===== src/hw/rtl/brle_pkg.sv =====
// Shared types and constants for the bit run-length encoder.
package brle_pkg;

    // Field widths
    localparam int unsigned DATA_W = 8;
    localparam int unsigned LEN_W  = 7;

    // Configuration reset value of the longest run per code
    localparam logic [LEN_W-1:0] MAX_RUN_RST = 7'd127;

    // Queue depths
    localparam int unsigned IQ_DEPTH = 2;
    localparam int unsigned OQ_DEPTH = 4;

    // One input byte with its end-of-stream flag
    typedef struct packed {
        logic [DATA_W-1:0] data_byte;
        logic              final_byte;
    } t_item;

    // One result code with its framing flags
    typedef struct packed {
        logic [DATA_W-1:0] run_code;
        logic              last_of_item;
        logic              end_of_stream;
    } t_code;

endpackage


===== src/hw/rtl/brle_front.sv =====
// Input side: accepts bytes into a two-entry queue ahead of the bit engine.
module brle_front
    import brle_pkg::*;
(
    input  logic  i_clk,
    input  logic  i_rst_n,
    input  logic  i_push,
    input  t_item i_item,
    output logic  o_full,
    output logic  o_valid,
    output t_item o_item,
    input  logic  i_pop
);

    localparam int unsigned AW = (IQ_DEPTH > 1) ? $clog2(IQ_DEPTH) : 1;
    localparam int unsigned CW = $clog2(IQ_DEPTH + 1);

    t_item         r_mem [IQ_DEPTH];
    logic [AW-1:0] r_wr_ptr, n_wr_ptr;
    logic [AW-1:0] r_rd_ptr, n_rd_ptr;
    logic [CW-1:0] r_count, n_count;
    logic          wr_en;
    logic          rd_en;

    assign o_full  = (r_count == CW'(IQ_DEPTH));
    assign o_valid = (r_count != '0);
    assign o_item  = r_mem[r_rd_ptr];
    assign wr_en   = i_push && !o_full;
    assign rd_en   = i_pop && o_valid;

    // Advance pointers and occupancy
    always_comb begin
        n_wr_ptr = r_wr_ptr;
        n_rd_ptr = r_rd_ptr;
        n_count  = r_count;
        if (wr_en) begin
            n_wr_ptr = (r_wr_ptr == AW'(IQ_DEPTH - 1)) ? '0 : r_wr_ptr + AW'(1);
        end
        if (rd_en) begin
            n_rd_ptr = (r_rd_ptr == AW'(IQ_DEPTH - 1)) ? '0 : r_rd_ptr + AW'(1);
        end
        case ({wr_en, rd_en})
            2'b10:   n_count = r_count + CW'(1);
            2'b01:   n_count = r_count - CW'(1);
            default: n_count = r_count;
        endcase
    end

    always_ff @(posedge i_clk) begin
        if (!i_rst_n) begin
            r_wr_ptr <= '0;
            r_rd_ptr <= '0;
            r_count  <= '0;
        end else begin
            r_wr_ptr <= n_wr_ptr;
            r_rd_ptr <= n_rd_ptr;
            r_count  <= n_count;
        end
    end

    // Store the incoming byte
    always_ff @(posedge i_clk) begin
        if (wr_en) begin
            r_mem[r_wr_ptr] <= i_item;
        end
    end

endmodule


===== src/hw/rtl/brle_back.sv =====
// Bit engine: turns bytes MSB first into run codes, one bit per unstalled cycle.
module brle_back
    import brle_pkg::*;
(
    input  logic             i_clk,
    input  logic             i_rst_n,
    input  logic             i_cfg_we,
    input  logic [LEN_W-1:0] i_cfg_wdata,
    input  logic             i_item_valid,
    input  t_item            i_item,
    output logic             o_item_pop,
    output logic             o_code_push,
    output t_code            o_code,
    input  logic             i_code_full
);

    localparam int unsigned IW = $clog2(DATA_W);

    logic [LEN_W-1:0]  r_max;
    logic              r_busy, n_busy;
    logic              r_flush, n_flush;
    logic [IW-1:0]     r_idx, n_idx;
    logic [DATA_W-1:0] r_data;
    logic              r_final;
    logic              r_bit, n_bit;
    logic [LEN_W-1:0]  r_count, n_count;
    t_code             r_hold, n_hold;
    logic              r_hold_v, n_hold_v;
    logic              r_hold_closed, n_hold_closed;

    logic [LEN_W-1:0]  limit;
    logic [LEN_W-1:0]  cnt1;
    logic              cur_b;
    logic              differ;
    logic              c_v;
    logic              c_bit;
    logic [LEN_W-1:0]  c_len;
    logic              s_bit;
    logic [LEN_W-1:0]  s_count;
    logic              s_adv;
    logic              s_last_bit;
    logic              s_end;
    logic              can_push;
    logic              stall;
    logic              step_ok;
    logic              taken;
    logic              done;
    logic              push;
    logic              pop_item;

    // Hold the run limit; zero acts as one
    always_ff @(posedge i_clk) begin
        if (!i_rst_n) begin
            r_max <= MAX_RUN_RST;
        end else if (i_cfg_we) begin
            r_max <= i_cfg_wdata;
        end
    end

    // Classify the current bit and form at most one code
    always_comb begin
        limit   = (r_max == '0) ? LEN_W'(1) : r_max;
        cur_b   = r_data[r_idx];
        differ  = (r_count != '0) && (cur_b != r_bit);
        cnt1    = r_count + LEN_W'(1);
        c_v     = 1'b0;
        c_bit   = r_bit;
        c_len   = r_count;
        s_bit   = r_bit;
        s_count = r_count;
        s_adv   = 1'b0;
        if (r_flush) begin
            c_v     = (r_count != '0);
            s_bit   = 1'b0;
            s_count = '0;
        end else if (differ) begin
            c_v = 1'b1;
            if (limit == LEN_W'(1)) begin
                // new bit is not consumed; it is retried as a fresh run
                s_count = '0;
            end else begin
                s_bit   = cur_b;
                s_count = LEN_W'(1);
                s_adv   = 1'b1;
            end
        end else begin
            s_bit = cur_b;
            s_adv = 1'b1;
            if (cnt1 >= limit) begin
                c_v     = 1'b1;
                c_bit   = cur_b;
                c_len   = cnt1;
                s_count = '0;
            end else begin
                s_count = cnt1;
            end
        end
        s_last_bit = s_adv && (r_idx == '0);
        s_end      = r_flush || (s_last_bit && !r_final);
        can_push   = !i_code_full;
        stall      = c_v && r_hold_v && !can_push;
        step_ok    = r_busy && !stall;
        taken      = step_ok && c_v;
        done       = step_ok && s_end;
        push       = r_hold_v && can_push && (r_hold_closed || taken);
        pop_item   = i_item_valid && (!r_busy || done);
    end

    // Advance the run state, bit index and item load
    always_comb begin
        n_busy  = r_busy;
        n_flush = r_flush;
        n_idx   = r_idx;
        n_bit   = r_bit;
        n_count = r_count;
        if (step_ok) begin
            n_bit   = s_bit;
            n_count = s_count;
            if (s_adv) begin
                n_idx = r_idx - IW'(1);
            end
            if (s_last_bit && r_final) begin
                n_flush = 1'b1;
            end
        end
        if (pop_item) begin
            n_busy  = 1'b1;
            n_flush = 1'b0;
            n_idx   = IW'(DATA_W - 1);
        end else if (done) begin
            n_busy  = 1'b0;
            n_flush = 1'b0;
        end
    end

    // Keep the newest code until it is known whether it ends its byte
    always_comb begin
        n_hold        = r_hold;
        n_hold_v      = r_hold_v;
        n_hold_closed = r_hold_closed;
        if (taken) begin
            n_hold.run_code      = {c_bit, c_len};
            n_hold.last_of_item  = s_end;
            n_hold.end_of_stream = s_end && r_final;
            n_hold_v             = 1'b1;
            n_hold_closed        = s_end;
        end else if (push) begin
            n_hold_v      = 1'b0;
            n_hold_closed = 1'b0;
        end else if (done && r_hold_v && !r_hold_closed) begin
            n_hold.last_of_item  = 1'b1;
            n_hold.end_of_stream = r_final;
            n_hold_closed        = 1'b1;
        end
    end

    always_ff @(posedge i_clk) begin
        if (!i_rst_n) begin
            r_busy        <= 1'b0;
            r_flush       <= 1'b0;
            r_idx         <= '0;
            r_bit         <= 1'b0;
            r_count       <= '0;
            r_hold_v      <= 1'b0;
            r_hold_closed <= 1'b0;
        end else begin
            r_busy        <= n_busy;
            r_flush       <= n_flush;
            r_idx         <= n_idx;
            r_bit         <= n_bit;
            r_count       <= n_count;
            r_hold_v      <= n_hold_v;
            r_hold_closed <= n_hold_closed;
        end
    end

    // Payload registers
    always_ff @(posedge i_clk) begin
        r_hold <= n_hold;
        if (pop_item) begin
            r_data  <= i_item.data_byte;
            r_final <= i_item.final_byte;
        end
    end

    assign o_item_pop  = pop_item;
    assign o_code_push = push;
    assign o_code      = r_hold;

    // A closed code is always a held code
    a_closed_held: assert property (@(posedge i_clk) disable iff (!i_rst_n)
        r_hold_closed |-> r_hold_v)
        else $error("closed hold without a held code");

    // Flush phase only inside a loaded byte
    a_flush_busy: assert property (@(posedge i_clk) disable iff (!i_rst_n)
        r_flush |-> (r_busy && (r_idx == IW'(DATA_W - 1))))
        else $error("flush phase outside a byte");

    // End of stream marks only the last code of a byte
    a_eos_last: assert property (@(posedge i_clk) disable iff (!i_rst_n)
        (r_hold_v && r_hold.end_of_stream) |-> r_hold.last_of_item)
        else $error("end of stream without last of item");

    // After a stream ends the run state is clear
    a_flush_clears: assert property (@(posedge i_clk) disable iff (!i_rst_n)
        (r_flush && step_ok) |=> (r_count == '0) && !r_bit)
        else $error("run state not cleared after flush");

endmodule


===== src/hw/rtl/brle_out.sv =====
// Result side: four-entry queue of run codes toward the consumer.
module brle_out
    import brle_pkg::*;
(
    input  logic  i_clk,
    input  logic  i_rst_n,
    input  logic  i_push,
    input  t_code i_code,
    output logic  o_full,
    output logic  o_empty,
    output t_code o_code,
    input  logic  i_pop
);

    localparam int unsigned AW = (OQ_DEPTH > 1) ? $clog2(OQ_DEPTH) : 1;
    localparam int unsigned CW = $clog2(OQ_DEPTH + 1);

    t_code         r_mem [OQ_DEPTH];
    logic [AW-1:0] r_wr_ptr, n_wr_ptr;
    logic [AW-1:0] r_rd_ptr, n_rd_ptr;
    logic [CW-1:0] r_count, n_count;
    logic          wr_en;
    logic          rd_en;

    assign o_full  = (r_count == CW'(OQ_DEPTH));
    assign o_empty = (r_count == '0);
    assign o_code  = r_mem[r_rd_ptr];
    assign wr_en   = i_push && !o_full;
    assign rd_en   = i_pop && !o_empty;

    // Advance pointers and occupancy
    always_comb begin
        n_wr_ptr = r_wr_ptr;
        n_rd_ptr = r_rd_ptr;
        n_count  = r_count;
        if (wr_en) begin
            n_wr_ptr = (r_wr_ptr == AW'(OQ_DEPTH - 1)) ? '0 : r_wr_ptr + AW'(1);
        end
        if (rd_en) begin
            n_rd_ptr = (r_rd_ptr == AW'(OQ_DEPTH - 1)) ? '0 : r_rd_ptr + AW'(1);
        end
        case ({wr_en, rd_en})
            2'b10:   n_count = r_count + CW'(1);
            2'b01:   n_count = r_count - CW'(1);
            default: n_count = r_count;
        endcase
    end

    always_ff @(posedge i_clk) begin
        if (!i_rst_n) begin
            r_wr_ptr <= '0;
            r_rd_ptr <= '0;
            r_count  <= '0;
        end else begin
            r_wr_ptr <= n_wr_ptr;
            r_rd_ptr <= n_rd_ptr;
            r_count  <= n_count;
        end
    end

    // Store the incoming code
    always_ff @(posedge i_clk) begin
        if (wr_en) begin
            r_mem[r_wr_ptr] <= i_code;
        end
    end

endmodule


===== src/hw/rtl/bit_run_length_encoder.sv =====
// Top level of the bit run-length encoder.
// Bytes enter a two-deep queue and are encoded MSB first by a bit engine that
// handles one bit per clock unless stalled; a byte flagged final gets an extra
// step that flushes the pending run. When max_run is 1 and a run left pending
// under a larger limit meets a different bit, that bit is retried as a fresh
// run. Each code is held in the engine until the next code or the end of its
// byte shows whether it closes that byte, then moves into a four-deep result
// queue; the engine stalls only while that queue is full. Write max_run only
// while the block is idle; 0 acts as 1.
module bit_run_length_encoder
    import brle_pkg::*;
(
    input  logic              i_clk,
    input  logic              i_rst_n,
    input  logic              i_cfg_we,
    input  logic [LEN_W-1:0]  i_cfg_wdata,
    input  logic              push,
    output logic              full,
    input  logic [DATA_W-1:0] i_data_byte,
    input  logic              i_final_byte,
    output logic              empty,
    input  logic              pop,
    output logic [DATA_W-1:0] o_run_code,
    output logic              o_last_of_item,
    output logic              o_end_of_stream
);

    t_item in_item;
    t_item q_item;
    logic  q_valid;
    logic  q_pop;
    t_code eng_code;
    logic  eng_push;
    logic  out_full;
    t_code out_code;

    assign in_item.data_byte  = i_data_byte;
    assign in_item.final_byte = i_final_byte;

    // Accept bytes
    brle_front u_front (
        .i_clk   (i_clk),
        .i_rst_n (i_rst_n),
        .i_push  (push),
        .i_item  (in_item),
        .o_full  (full),
        .o_valid (q_valid),
        .o_item  (q_item),
        .i_pop   (q_pop)
    );

    // Encode bits into run codes
    brle_back u_back (
        .i_clk        (i_clk),
        .i_rst_n      (i_rst_n),
        .i_cfg_we     (i_cfg_we),
        .i_cfg_wdata  (i_cfg_wdata),
        .i_item_valid (q_valid),
        .i_item       (q_item),
        .o_item_pop   (q_pop),
        .o_code_push  (eng_push),
        .o_code       (eng_code),
        .i_code_full  (out_full)
    );

    // Queue results for transfer
    brle_out u_out (
        .i_clk   (i_clk),
        .i_rst_n (i_rst_n),
        .i_push  (eng_push),
        .i_code  (eng_code),
        .o_full  (out_full),
        .o_empty (empty),
        .o_code  (out_code),
        .i_pop   (pop)
    );

    assign o_run_code      = out_code.run_code;
    assign o_last_of_item  = out_code.last_of_item;
    assign o_end_of_stream = out_code.end_of_stream;

endmodule

===== config.mk =====
export PLATFORM = sky130hd
export DESIGN_NAME = bit_run_length_encoder
export DESIGN_NICKNAME = d
export VERILOG_FILES = /design/src/hw/rtl/brle_pkg.sv /design/src/hw/rtl/brle_front.sv /design/src/hw/rtl/brle_back.sv /design/src/hw/rtl/brle_out.sv /design/src/hw/rtl/bit_run_length_encoder.sv
export SDC_FILE = /design/constraint.sdc
export NUM_CORES = 1
export LEC_CHECK = 0
export ABC_CLOCK_PERIOD_IN_PS = 8300
export BUFFER_PORTS_ARGS = -buffer_cell sky130_fd_sc_hd__buf_2
export CELL_PAD_IN_SITES_DETAIL_PLACEMENT = 1
export CELL_PAD_IN_SITES_GLOBAL_PLACEMENT = 1
export CORE_MARGIN = 2
export CORE_UTILIZATION = 34
export CTS_CLUSTER_DIAMETER = 120
export DETAILED_ROUTE_END_ITERATION = 16
export GPL_ROUTABILITY_DRIVEN = 0
export PLACE_DENSITY_LB_ADDON = 0.1
export SYNTH_ARGS = -nofsm -noshare
export SYNTH_HDL_FRONTEND = slang
export SYNTH_SLANG_ARGS = --single-unit

===== constraint.sdc =====
create_clock -name i_clk -period 8.3 [get_ports i_clk]
set_clock_uncertainty 0.2 [all_clocks]
set_input_delay 1.66 -clock i_clk [delete_from_list [all_inputs] [get_ports i_clk]]
set_output_delay 1.66 -clock i_clk [all_outputs]
set_load 0.02 [all_outputs]

==> out/results.tsv, run 1 <==
stage	metric	value	unit
yosys	XOR/XNOR Fraction of Synth Area	0.0283	
worst_setup_path	CP Capture Type	register	
final_layout	design area	5550	um^2
drt	via/cell ratio	4.84	
yosys	number of synthesized flops with an enable pin	77	
placed_design	Post-DP Area	5270	um^2
power_and_ir_drop	Net Sw Frac	0.291	
clocking	Hold-fix buffers, CTS	0	
yosys	Synth Warn #	0	
worst_setup_path	crit-path max cell delay	0.55	ns
power_and_ir_drop	cell internal pwr	0.00102	W
clocking	Skew-Pair Late Insertion Delay	0.35	ns
yosys	Mean Syn Cell Area	13.4	um^2
final_layout	final-stage net count	437	
yosys	largest family of logic cells by synthesized area	simple AND/OR/NAND/NOR gates	
final_layout	Final Util	0.386	
power_and_ir_drop	Pwr Total	0.00143	W
yosys	post-synthesis mux area share	0.0969	
worst_setup_path	CP Launch Type	register	
clocking	CTS HTree Levels	3	
power_and_ir_drop	Sw Pwr	0.000417	W
clocking	Clock Path Buffers	2	
worst_setup_path	crit path max-delay cell type	nor3b_4	
yosys	ys async rst share	0	
yosys	count leader, synth	edfxtp_1	
yosys	complex-gate fraction of the synthesized area	0.0757	
sta	period utilisation layout	0.536	
clocking	Clock transition at path regs	0.08	ns
power_and_ir_drop	combinational share of power	0.199	
status	status	completed	
yosys	Synth top area share	0.468	
clocking	CTS sink count	112	
placed_design	DP Wirelength	6400	um
clocking	post-CTS sizing	0	
sta	Fmax	225	MHz
yosys	post-synthesis adder-cell area fraction	0.0521	
die	die span in y	125	um
yosys	cell area after synthesis	4940	um^2
sta	Final Hold Vio Count	0	
worst_setup_path	top cell family by delay on the critical path	simple AND/OR/NAND/NOR gates	
worst_setup_path	critical path type	reg2reg	
sta	Slew Viols, Final	0	
final_layout	layout cells sized above 1	0.197	
yosys	Yosys cell types	50	
placed_design	post-placement cell count	569	
yosys	Post-Synth Simple-Gate Area	0.107	
min_path	Hold Path Stages	2	
yosys	largest area contributor in the netlist	edfxtp_1	
drt	Post-DRT Antenna Nets	0	
min_path	HP Class	reg2reg	
final_layout	fin cells	585	
final_layout	Area Growth Syn to Fin	12.3	%
worst_setup_path	Worst Path Required	8.37	ns
yosys	Post-Syn Nets	409	
yosys	Seq cells post-synth	112	
power_and_ir_drop	cell leakage power	2.01	nW
sta	unrepaired setup endpoints after global routing	no	
power_and_ir_drop	P per Cell Area	258	nW/um^2
worst_setup_path	Crit Path Max Fanout	13	
drt	Initial DRC Count	148	
placed_design	I/O Buffers	32	
yosys	top cells by count, synth	edfxtp_1, dfxtp_1, nand2_1	
power_and_ir_drop	sequential fraction of design power	0.509	
final_layout	# diodes	0	
die	die width	125	um
clocking	CTS tree	done	
die	Ports	33	
sta	Rel. slew slack	0.305	
die	Initial Util	0.344	
worst_setup_path	crit-path cells	ha_1 > nand3_1 > or2_2 > xnor2_1 > ha_1 > a21oi_1 > o21a_1 > nor3b_4 > o21ai_2 > inv_1 > ha_1 > inv_1 > fa_1 > xor2_1 > or3_1 > a21boi_0	
drt	WL final	9110	um
worst_setup_path	most frequent CP cell	ha_1	
worst_setup_path	Worst EP arrival	4.52	ns
power_and_ir_drop	Peak VDD IR	0.000118	V
yosys	Gate Count Post-Synth	368	
clocking	total clock buffers created by CTS	9	
worst_setup_path	CP Depth	16	
global_route	grt total ovfl	0	
worst_setup_path	Buf+Inv Stages, Crit Path	2	
global_route	first-pass GRT wire length	15600	um
global_route	antenna violations before repair	0	
global_route	gr usage total	0.128	
die	die area	15500	um^2
sta	final setup fails	0	
yosys	Area contributors post-synth	edfxtp_1, dfxtp_1, mux4_2	
yosys	Seq/Total Area, Yosys	0.609	
clocking	CTS Root Cell	clkbuf_16	
sta	setup TNS	0	ns
drt	TritonRoute pass-1 iters	4	
yosys	top_reg_cell synth	edfxtp_1	
global_route	largest net degree at the start of global routing	35	
global_route	vias in the first global route	3121	
worst_setup_path	Reg2Reg Depth	16	
drt	drt drc	0	
sta	worst-margin pin slew	1.03	ns
power_and_ir_drop	clock network power share	0.293	
die	core area	14400	um^2
die	Cell Rows	44	
clocking	Post CTS Setup Buffer Count	0	
drt	vias post-DR	2830	
sta	fin crit period	4.45	ns
drt	DR WL/cell	15.6	um
flow_run	Max Cap Violations	0	
flip-flops by register name (all words and copies together) (netlist names), 2 cells and up, named ones only:
register	count
u_out.r_mem	40
u_front.r_mem	18
u_back.o_code	10
u_back.r_data	8
u_back.r_count	7
u_back.r_max	7
u_back.r_idx	3
u_out.r_count	3
u_front.r_count	2
u_out.r_rd_ptr	2
u_out.r_wr_ptr	2
placed cells by master (no fill, tap or decap), types with 2 or more instances in the layout:
master,instances
edfxtp_1,77
dfxtp_1,35
buf_2,32
nand2_1,25
inv_1,24
ha_1,19
nor2_1,15
mux4_2,12
mux2_2,12
nand3_1,11
o21a_1,10
and2_1,10
xnor2_1,9
clkbuf_16,9
o21ai_0,8
nand2b_1,7
xor2_1,7
a21oi_1,6
mux2i_1,6
o211ai_1,6
nor2b_1,5
a21boi_1,5
o2111ai_1,4
or3_1,4
a21boi_0,4
nor3_1,3
and3_1,3
inv_6,3
nor4_1,2
or2_2,2
nor4b_1,2
nor3b_1,2
area by class of cell:
type	instances	area (um^2)
clock buffer	10	229
clock inverter	6	50.0
multi-input combinational	217	1780
inverter	24	90.1
timing repair buffer	32	160
sequential	112	3010
tap	184	230
fill	1502	8820
stage by stage:
| stage | hold WS (ns) | worst slack (ns) |
|---|---|---|
| 3_5_place_dp | 0.290 | 3.84 |
| 5_1_grt | 0.339 | 3.27 |
| 4_1_cts | 0.313 | 3.81 |
| 6_report | 0.311 | 3.85 |
| 3_3_place_gp | 0.279 | 3.95 |
| 2_1_floorplan | 0.232 | 4.55 |
cells by family (layout without fill, tap and decap cells):
family	count (synthesis)	in the layout
flip-flops	112	112
AO/OA/AOI/OAI	52	52
buffers and inverters	39	72
XOR/XNOR	16	16
AND/OR/NAND/NOR	98	98
multiplexers	31	31
adder cells (fa/ha/maj)	20	20
routing by layer:
layer / GRT usage / vias to the layer above / wire length (um)
met2: 0.216 / 43 / 4400
met4: 0.0436 / 0 / 147
met3: 0.0318 / 11 / 276
met5: 0 / - / 0
li1: - / 1398 / -
met1: 0.161 / 1378 / 4280
worst paths after layout:
kind                             startpoint                             to  slack, ns
max          u_back.r_count[0]$_SDFFE_PN0P_  u_out.r_count[2]$_SDFFE_PN0P_       3.85
min            u_back.r_max[0]$_SDFFE_PN1P_   u_back.r_max[0]$_SDFFE_PN1P_       0.31
max reg2reg  u_back.r_count[0]$_SDFFE_PN0P_  u_out.r_count[2]$_SDFFE_PN0P_       3.85
min reg2reg    u_back.r_max[0]$_SDFFE_PN1P_   u_back.r_max[0]$_SDFFE_PN1P_       0.31
worst min-delay path, delay by kind of cell (launching register included):
| family | cells | cell delay (ns) |
|---|---|---|
| flip-flops | 1 | 0.36 |
| AND/OR/NAND/NOR | 1 | 0.05 |
| multiplexers | 1 | 0.08 |
power groups by stage:
stage	combinational, W	sequential, W	clock (W)
global route	0.000324	0.000742	0.000452
finish	0.000285	0.000728	0.000419
CTS	0.000293	0.000731	0.000435
global placement	0.000284	0.000742	0
detailed placement	0.000291	0.000744	0
floorplan	0.000242	0.000713	0
Power figures use the tool's default switching activity.
==> run 2: changes to the inputs <==
--- a/config.mk
+++ b/config.mk
@@ -5,7 +5,7 @@
 export SDC_FILE = /design/constraint.sdc
 export NUM_CORES = 1
 export LEC_CHECK = 0
-export ABC_CLOCK_PERIOD_IN_PS = 8300
+export ABC_CLOCK_PERIOD_IN_PS = 4400
 export BUFFER_PORTS_ARGS = -buffer_cell sky130_fd_sc_hd__buf_2
 export CELL_PAD_IN_SITES_DETAIL_PLACEMENT = 1
 export CELL_PAD_IN_SITES_GLOBAL_PLACEMENT = 1
==> constraint.sdc (replaced) <==
create_clock -name i_clk -period 4.4 [get_ports i_clk]
set_clock_uncertainty 0.2 [all_clocks]
set_input_delay 0.88 -clock i_clk [delete_from_list [all_inputs] [get_ports i_clk]]
set_output_delay 0.88 -clock i_clk [all_outputs]
set_load 0.02 [all_outputs]
==> out/results.tsv, run 2 (synthesized netlist as in run 1, its figures left out) <==
stage	metric	value	unit	change
die	die width	125	um	unchanged
min_path	HP Class	reg2reg		unchanged
final_layout	final-stage net count	440		was 437
final_layout	fin cells	588		was 585
drt	met3 wire len	250	um	was 276 um
worst_setup_path	critical path type	reg2reg		unchanged
worst_setup_path	CP Launch Type	register		unchanged
sta	Slew Viols, Final	0		unchanged
status	status	completed		unchanged
sta	period utilisation layout	0.895		was 0.536
global_route	gr usage total	0.124		was 0.128
clocking	total clock buffers created by CTS	9		unchanged
worst_setup_path	Crit Path Max Fanout	8		was 13
power_and_ir_drop	Sw Pwr	0.000764	W	was 0.000417 W
placed_design	I/O Buffers	32		unchanged
sta	Fmax	254	MHz	was 225 MHz
die	Ports	33		unchanged
final_layout	# fillers	1514		was 1,502
flow_run	Max Cap Violations	0		unchanged
worst_setup_path	Reg2Reg Depth	17		was 16
power_and_ir_drop	cell leakage power	2.03	nW	was 2.01 nW
die	Initial Util	0.344		unchanged
final_layout	commonest non-fill, non-tap cell in the layout	edfxtp_1		unchanged
drt	M1 WL	4230	um	was 4280 um
drt	WL final	9030	um	was 9110 um
clocking	CTS HTree Levels	3		unchanged
clocking	Clock transition at path regs	0.07	ns	was 0.08 ns
sta	final setup fails	0		unchanged
power_and_ir_drop	combinational share of power	0.201		was 0.199
drt	Post-DRT Antenna Nets	0		unchanged
min_path	Worst Hold Path EP	u_out.r_mem[2][9]$_DFFE_PP_		was u_back.r_max[0]$_SDFFE_PN1P_
die	Cell Rows	44		unchanged
worst_setup_path	RR Startpoint	u_back.r_count[2]$_SDFFE_PN0P_		was u_back.r_count[0]$_SDFFE_PN0P_
drt	routed wl met2	4430	um	was 4400 um
sta	fin crit period	3.94	ns	was 4.45 ns
power_and_ir_drop	sequential fraction of design power	0.500		was 0.509
drt	Top Layer Used	met4		unchanged
sta	worst-margin pin slew	0.826	ns	was 1.03 ns
sta	final worst slack	0.460	ns	was 3.85 ns
drt	DR WL/cell	15.3	um	was 15.6 um
drt	Initial DRC Count	96		was 148
sta	unrepaired setup endpoints after global routing	no		unchanged
final_layout	register area	3010	um^2	unchanged
clocking	CTS tree	done		unchanged
clocking	CTS Root Cell	clkbuf_16		unchanged
sta	Final Hold Vio Count	0		unchanged
worst_setup_path	Worst Path Required	4.47	ns	was 8.37 ns
power_and_ir_drop	Peak VDD IR	0.000255	V	was 0.000118 V
worst_setup_path	Worst EP arrival	4.01	ns	was 4.52 ns
final_layout	Area Growth Syn to Fin	13.3	%	was 12.3%
clocking	Skew-Pair Late Insertion Delay	0.34	ns	was 0.35 ns
min_path	hold_sp	u_back.o_code[9]$_DFFE_PP_		was u_back.r_max[0]$_SDFFE_PN1P_
clocking	CTS sink count	112		unchanged
final_layout	# diodes	0		unchanged
worst_setup_path	CP Capture Type	register		unchanged
global_route	largest net degree at the start of global routing	35		unchanged
die	die area	15500	um^2	unchanged
worst_setup_path	reg2reg end	u_out.r_count[2]$_SDFFE_PN0P_		unchanged
power_and_ir_drop	clock network power share	0.299		was 0.293
sta	Rel. slew slack	0.447		was 0.305
power_and_ir_drop	P per Cell Area	492	nW/um^2	was 258 nW/um^2
final_layout	commonest non-fill, non-tap cells in the layout	edfxtp_1, dfxtp_1, buf_2		unchanged
global_route	antenna violations before repair	0		unchanged
placed_design	pre-CTS WS	0.394	ns	was 3.84 ns
placed_design	post-placement cell count	572		was 569
placed_design	Post-DP Area	5300	um^2	was 5270 um^2
power_and_ir_drop	Net Sw Frac	0.278		was 0.291
final_layout	max FFs per register	40		unchanged
worst_setup_path	Critical Path Source	u_back.r_count[2]$_SDFFE_PN0P_		was u_back.r_count[0]$_SDFFE_PN0P_
power_and_ir_drop	Pwr Total	0.00275	W	was 0.00143 W
drt	via/cell ratio	4.87		was 4.84
min_path	Hold Path Stages	0		was 2
worst_setup_path	Reg2Reg Setup Slack	0.46	ns	was 3.85 ns
drt	TritonRoute pass-1 iters	4		unchanged
final_layout	design area	5600	um^2	was 5550 um^2
die	die span in y	125	um	unchanged
die	core area	14400	um^2	unchanged
sta	setup TNS	0	ns	unchanged
final_layout	area occupied by multi-input gates	1790	um^2	was 1780 um^2
power_and_ir_drop	cell internal pwr	0.00199	W	was 0.00102 W
global_route	grt total ovfl	0		unchanged
global_route	vias in the first global route	3028		was 3,121
drt	vias post-DR	2863		was 2,830
final_layout	layout cells sized above 1	0.205		was 0.197
clocking	Clock Path Buffers	2		unchanged
global_route	first-pass GRT wire length	15300	um	was 15,600 um
drt	drt drc	0		unchanged
placed_design	DP Wirelength	6430	um	was 6400 um
final_layout	Reg with most FFs	u_out.r_mem		unchanged
## run 2: how the worst max path moves through the flow
stage,to,slack (ns),cells past startpoint
after CTS,u_out.r_count[2]$_SDFFE_PN0P_,0.35,16
after floorplan,u_front.r_count[1]$_SDFFE_PN0P_,0.65,14
final,u_out.r_count[2]$_SDFFE_PN0P_,0.46,17
after detailed placement,u_out.r_count[2]$_SDFFE_PN0P_,0.39,16
after global placement,u_out.r_count[2]$_SDFFE_PN0P_,0.45,16
after global routing,u_out.r_count[2]$_SDFFE_PN0P_,0.08,17
## run 2: critical path, cell delays in order, from the launching register on
cell	delay (ns)
dfxtp_1	0.50
nand3_1	0.24
inv_1	0.10
nand3_1	0.11
xnor2_1	0.22
ha_1	0.28
a21o_1	0.18
a21oi_1	0.14
o21a_1	0.20
nor3b_4	0.23
o21ai_2	0.16
inv_1	0.09
ha_1	0.17
inv_1	0.06
fa_1	0.37
xor2_1	0.16
or3_1	0.31
a21boi_0	0.17
## run 2: what timing repair did
action                     CTS  global route
hold endpoints to repair     0             0
hold buffers                 0             0
buffers inserted             0             0
resized for setup            0             1
setup endpoints to repair    0             1
## run 2: layout make-up
type	count	area share
clock buffer	11	0.0416
clock inverter	5	0.0118
inverter	24	0.0161
multi-input combinational	217	0.319
sequential	112	0.538
tap	184	0.0411
timing repair buffer	35	0.0326
## run 2: metal layers
layer	global-route usage	vias to the layer above
met1	0.153	1415
met3	0.0305	8
met4	0.0377	0
met5	0	-
li1	-	1407
met2	0.215	33
## run 2: power by group through the flow
| stage | Clock (W) | Combinational (W) | Sequential (W) |
|---|---|---|---|
| final | 0.000824 | 0.000553 | 0.00138 |
| after global routing | 0.000890 | 0.000628 | 0.00140 |
| after CTS | 0.000858 | 0.000570 | 0.00138 |
| after detailed placement | 0 | 0.000567 | 0.00141 |
| after global placement | 0 | 0.000557 | 0.00140 |
| after floorplan | 0 | 0.000456 | 0.00135 |
## run 2: per-stage QoR
step | util | hold WS, ns
finish | 0.390 | 0.305
global route | 0.390 | 0.331
CTS | 0.389 | 0.309
detailed placement | 0.369 | 0.297
global placement | 0.369 | 0.280
floorplan | - | 0.232
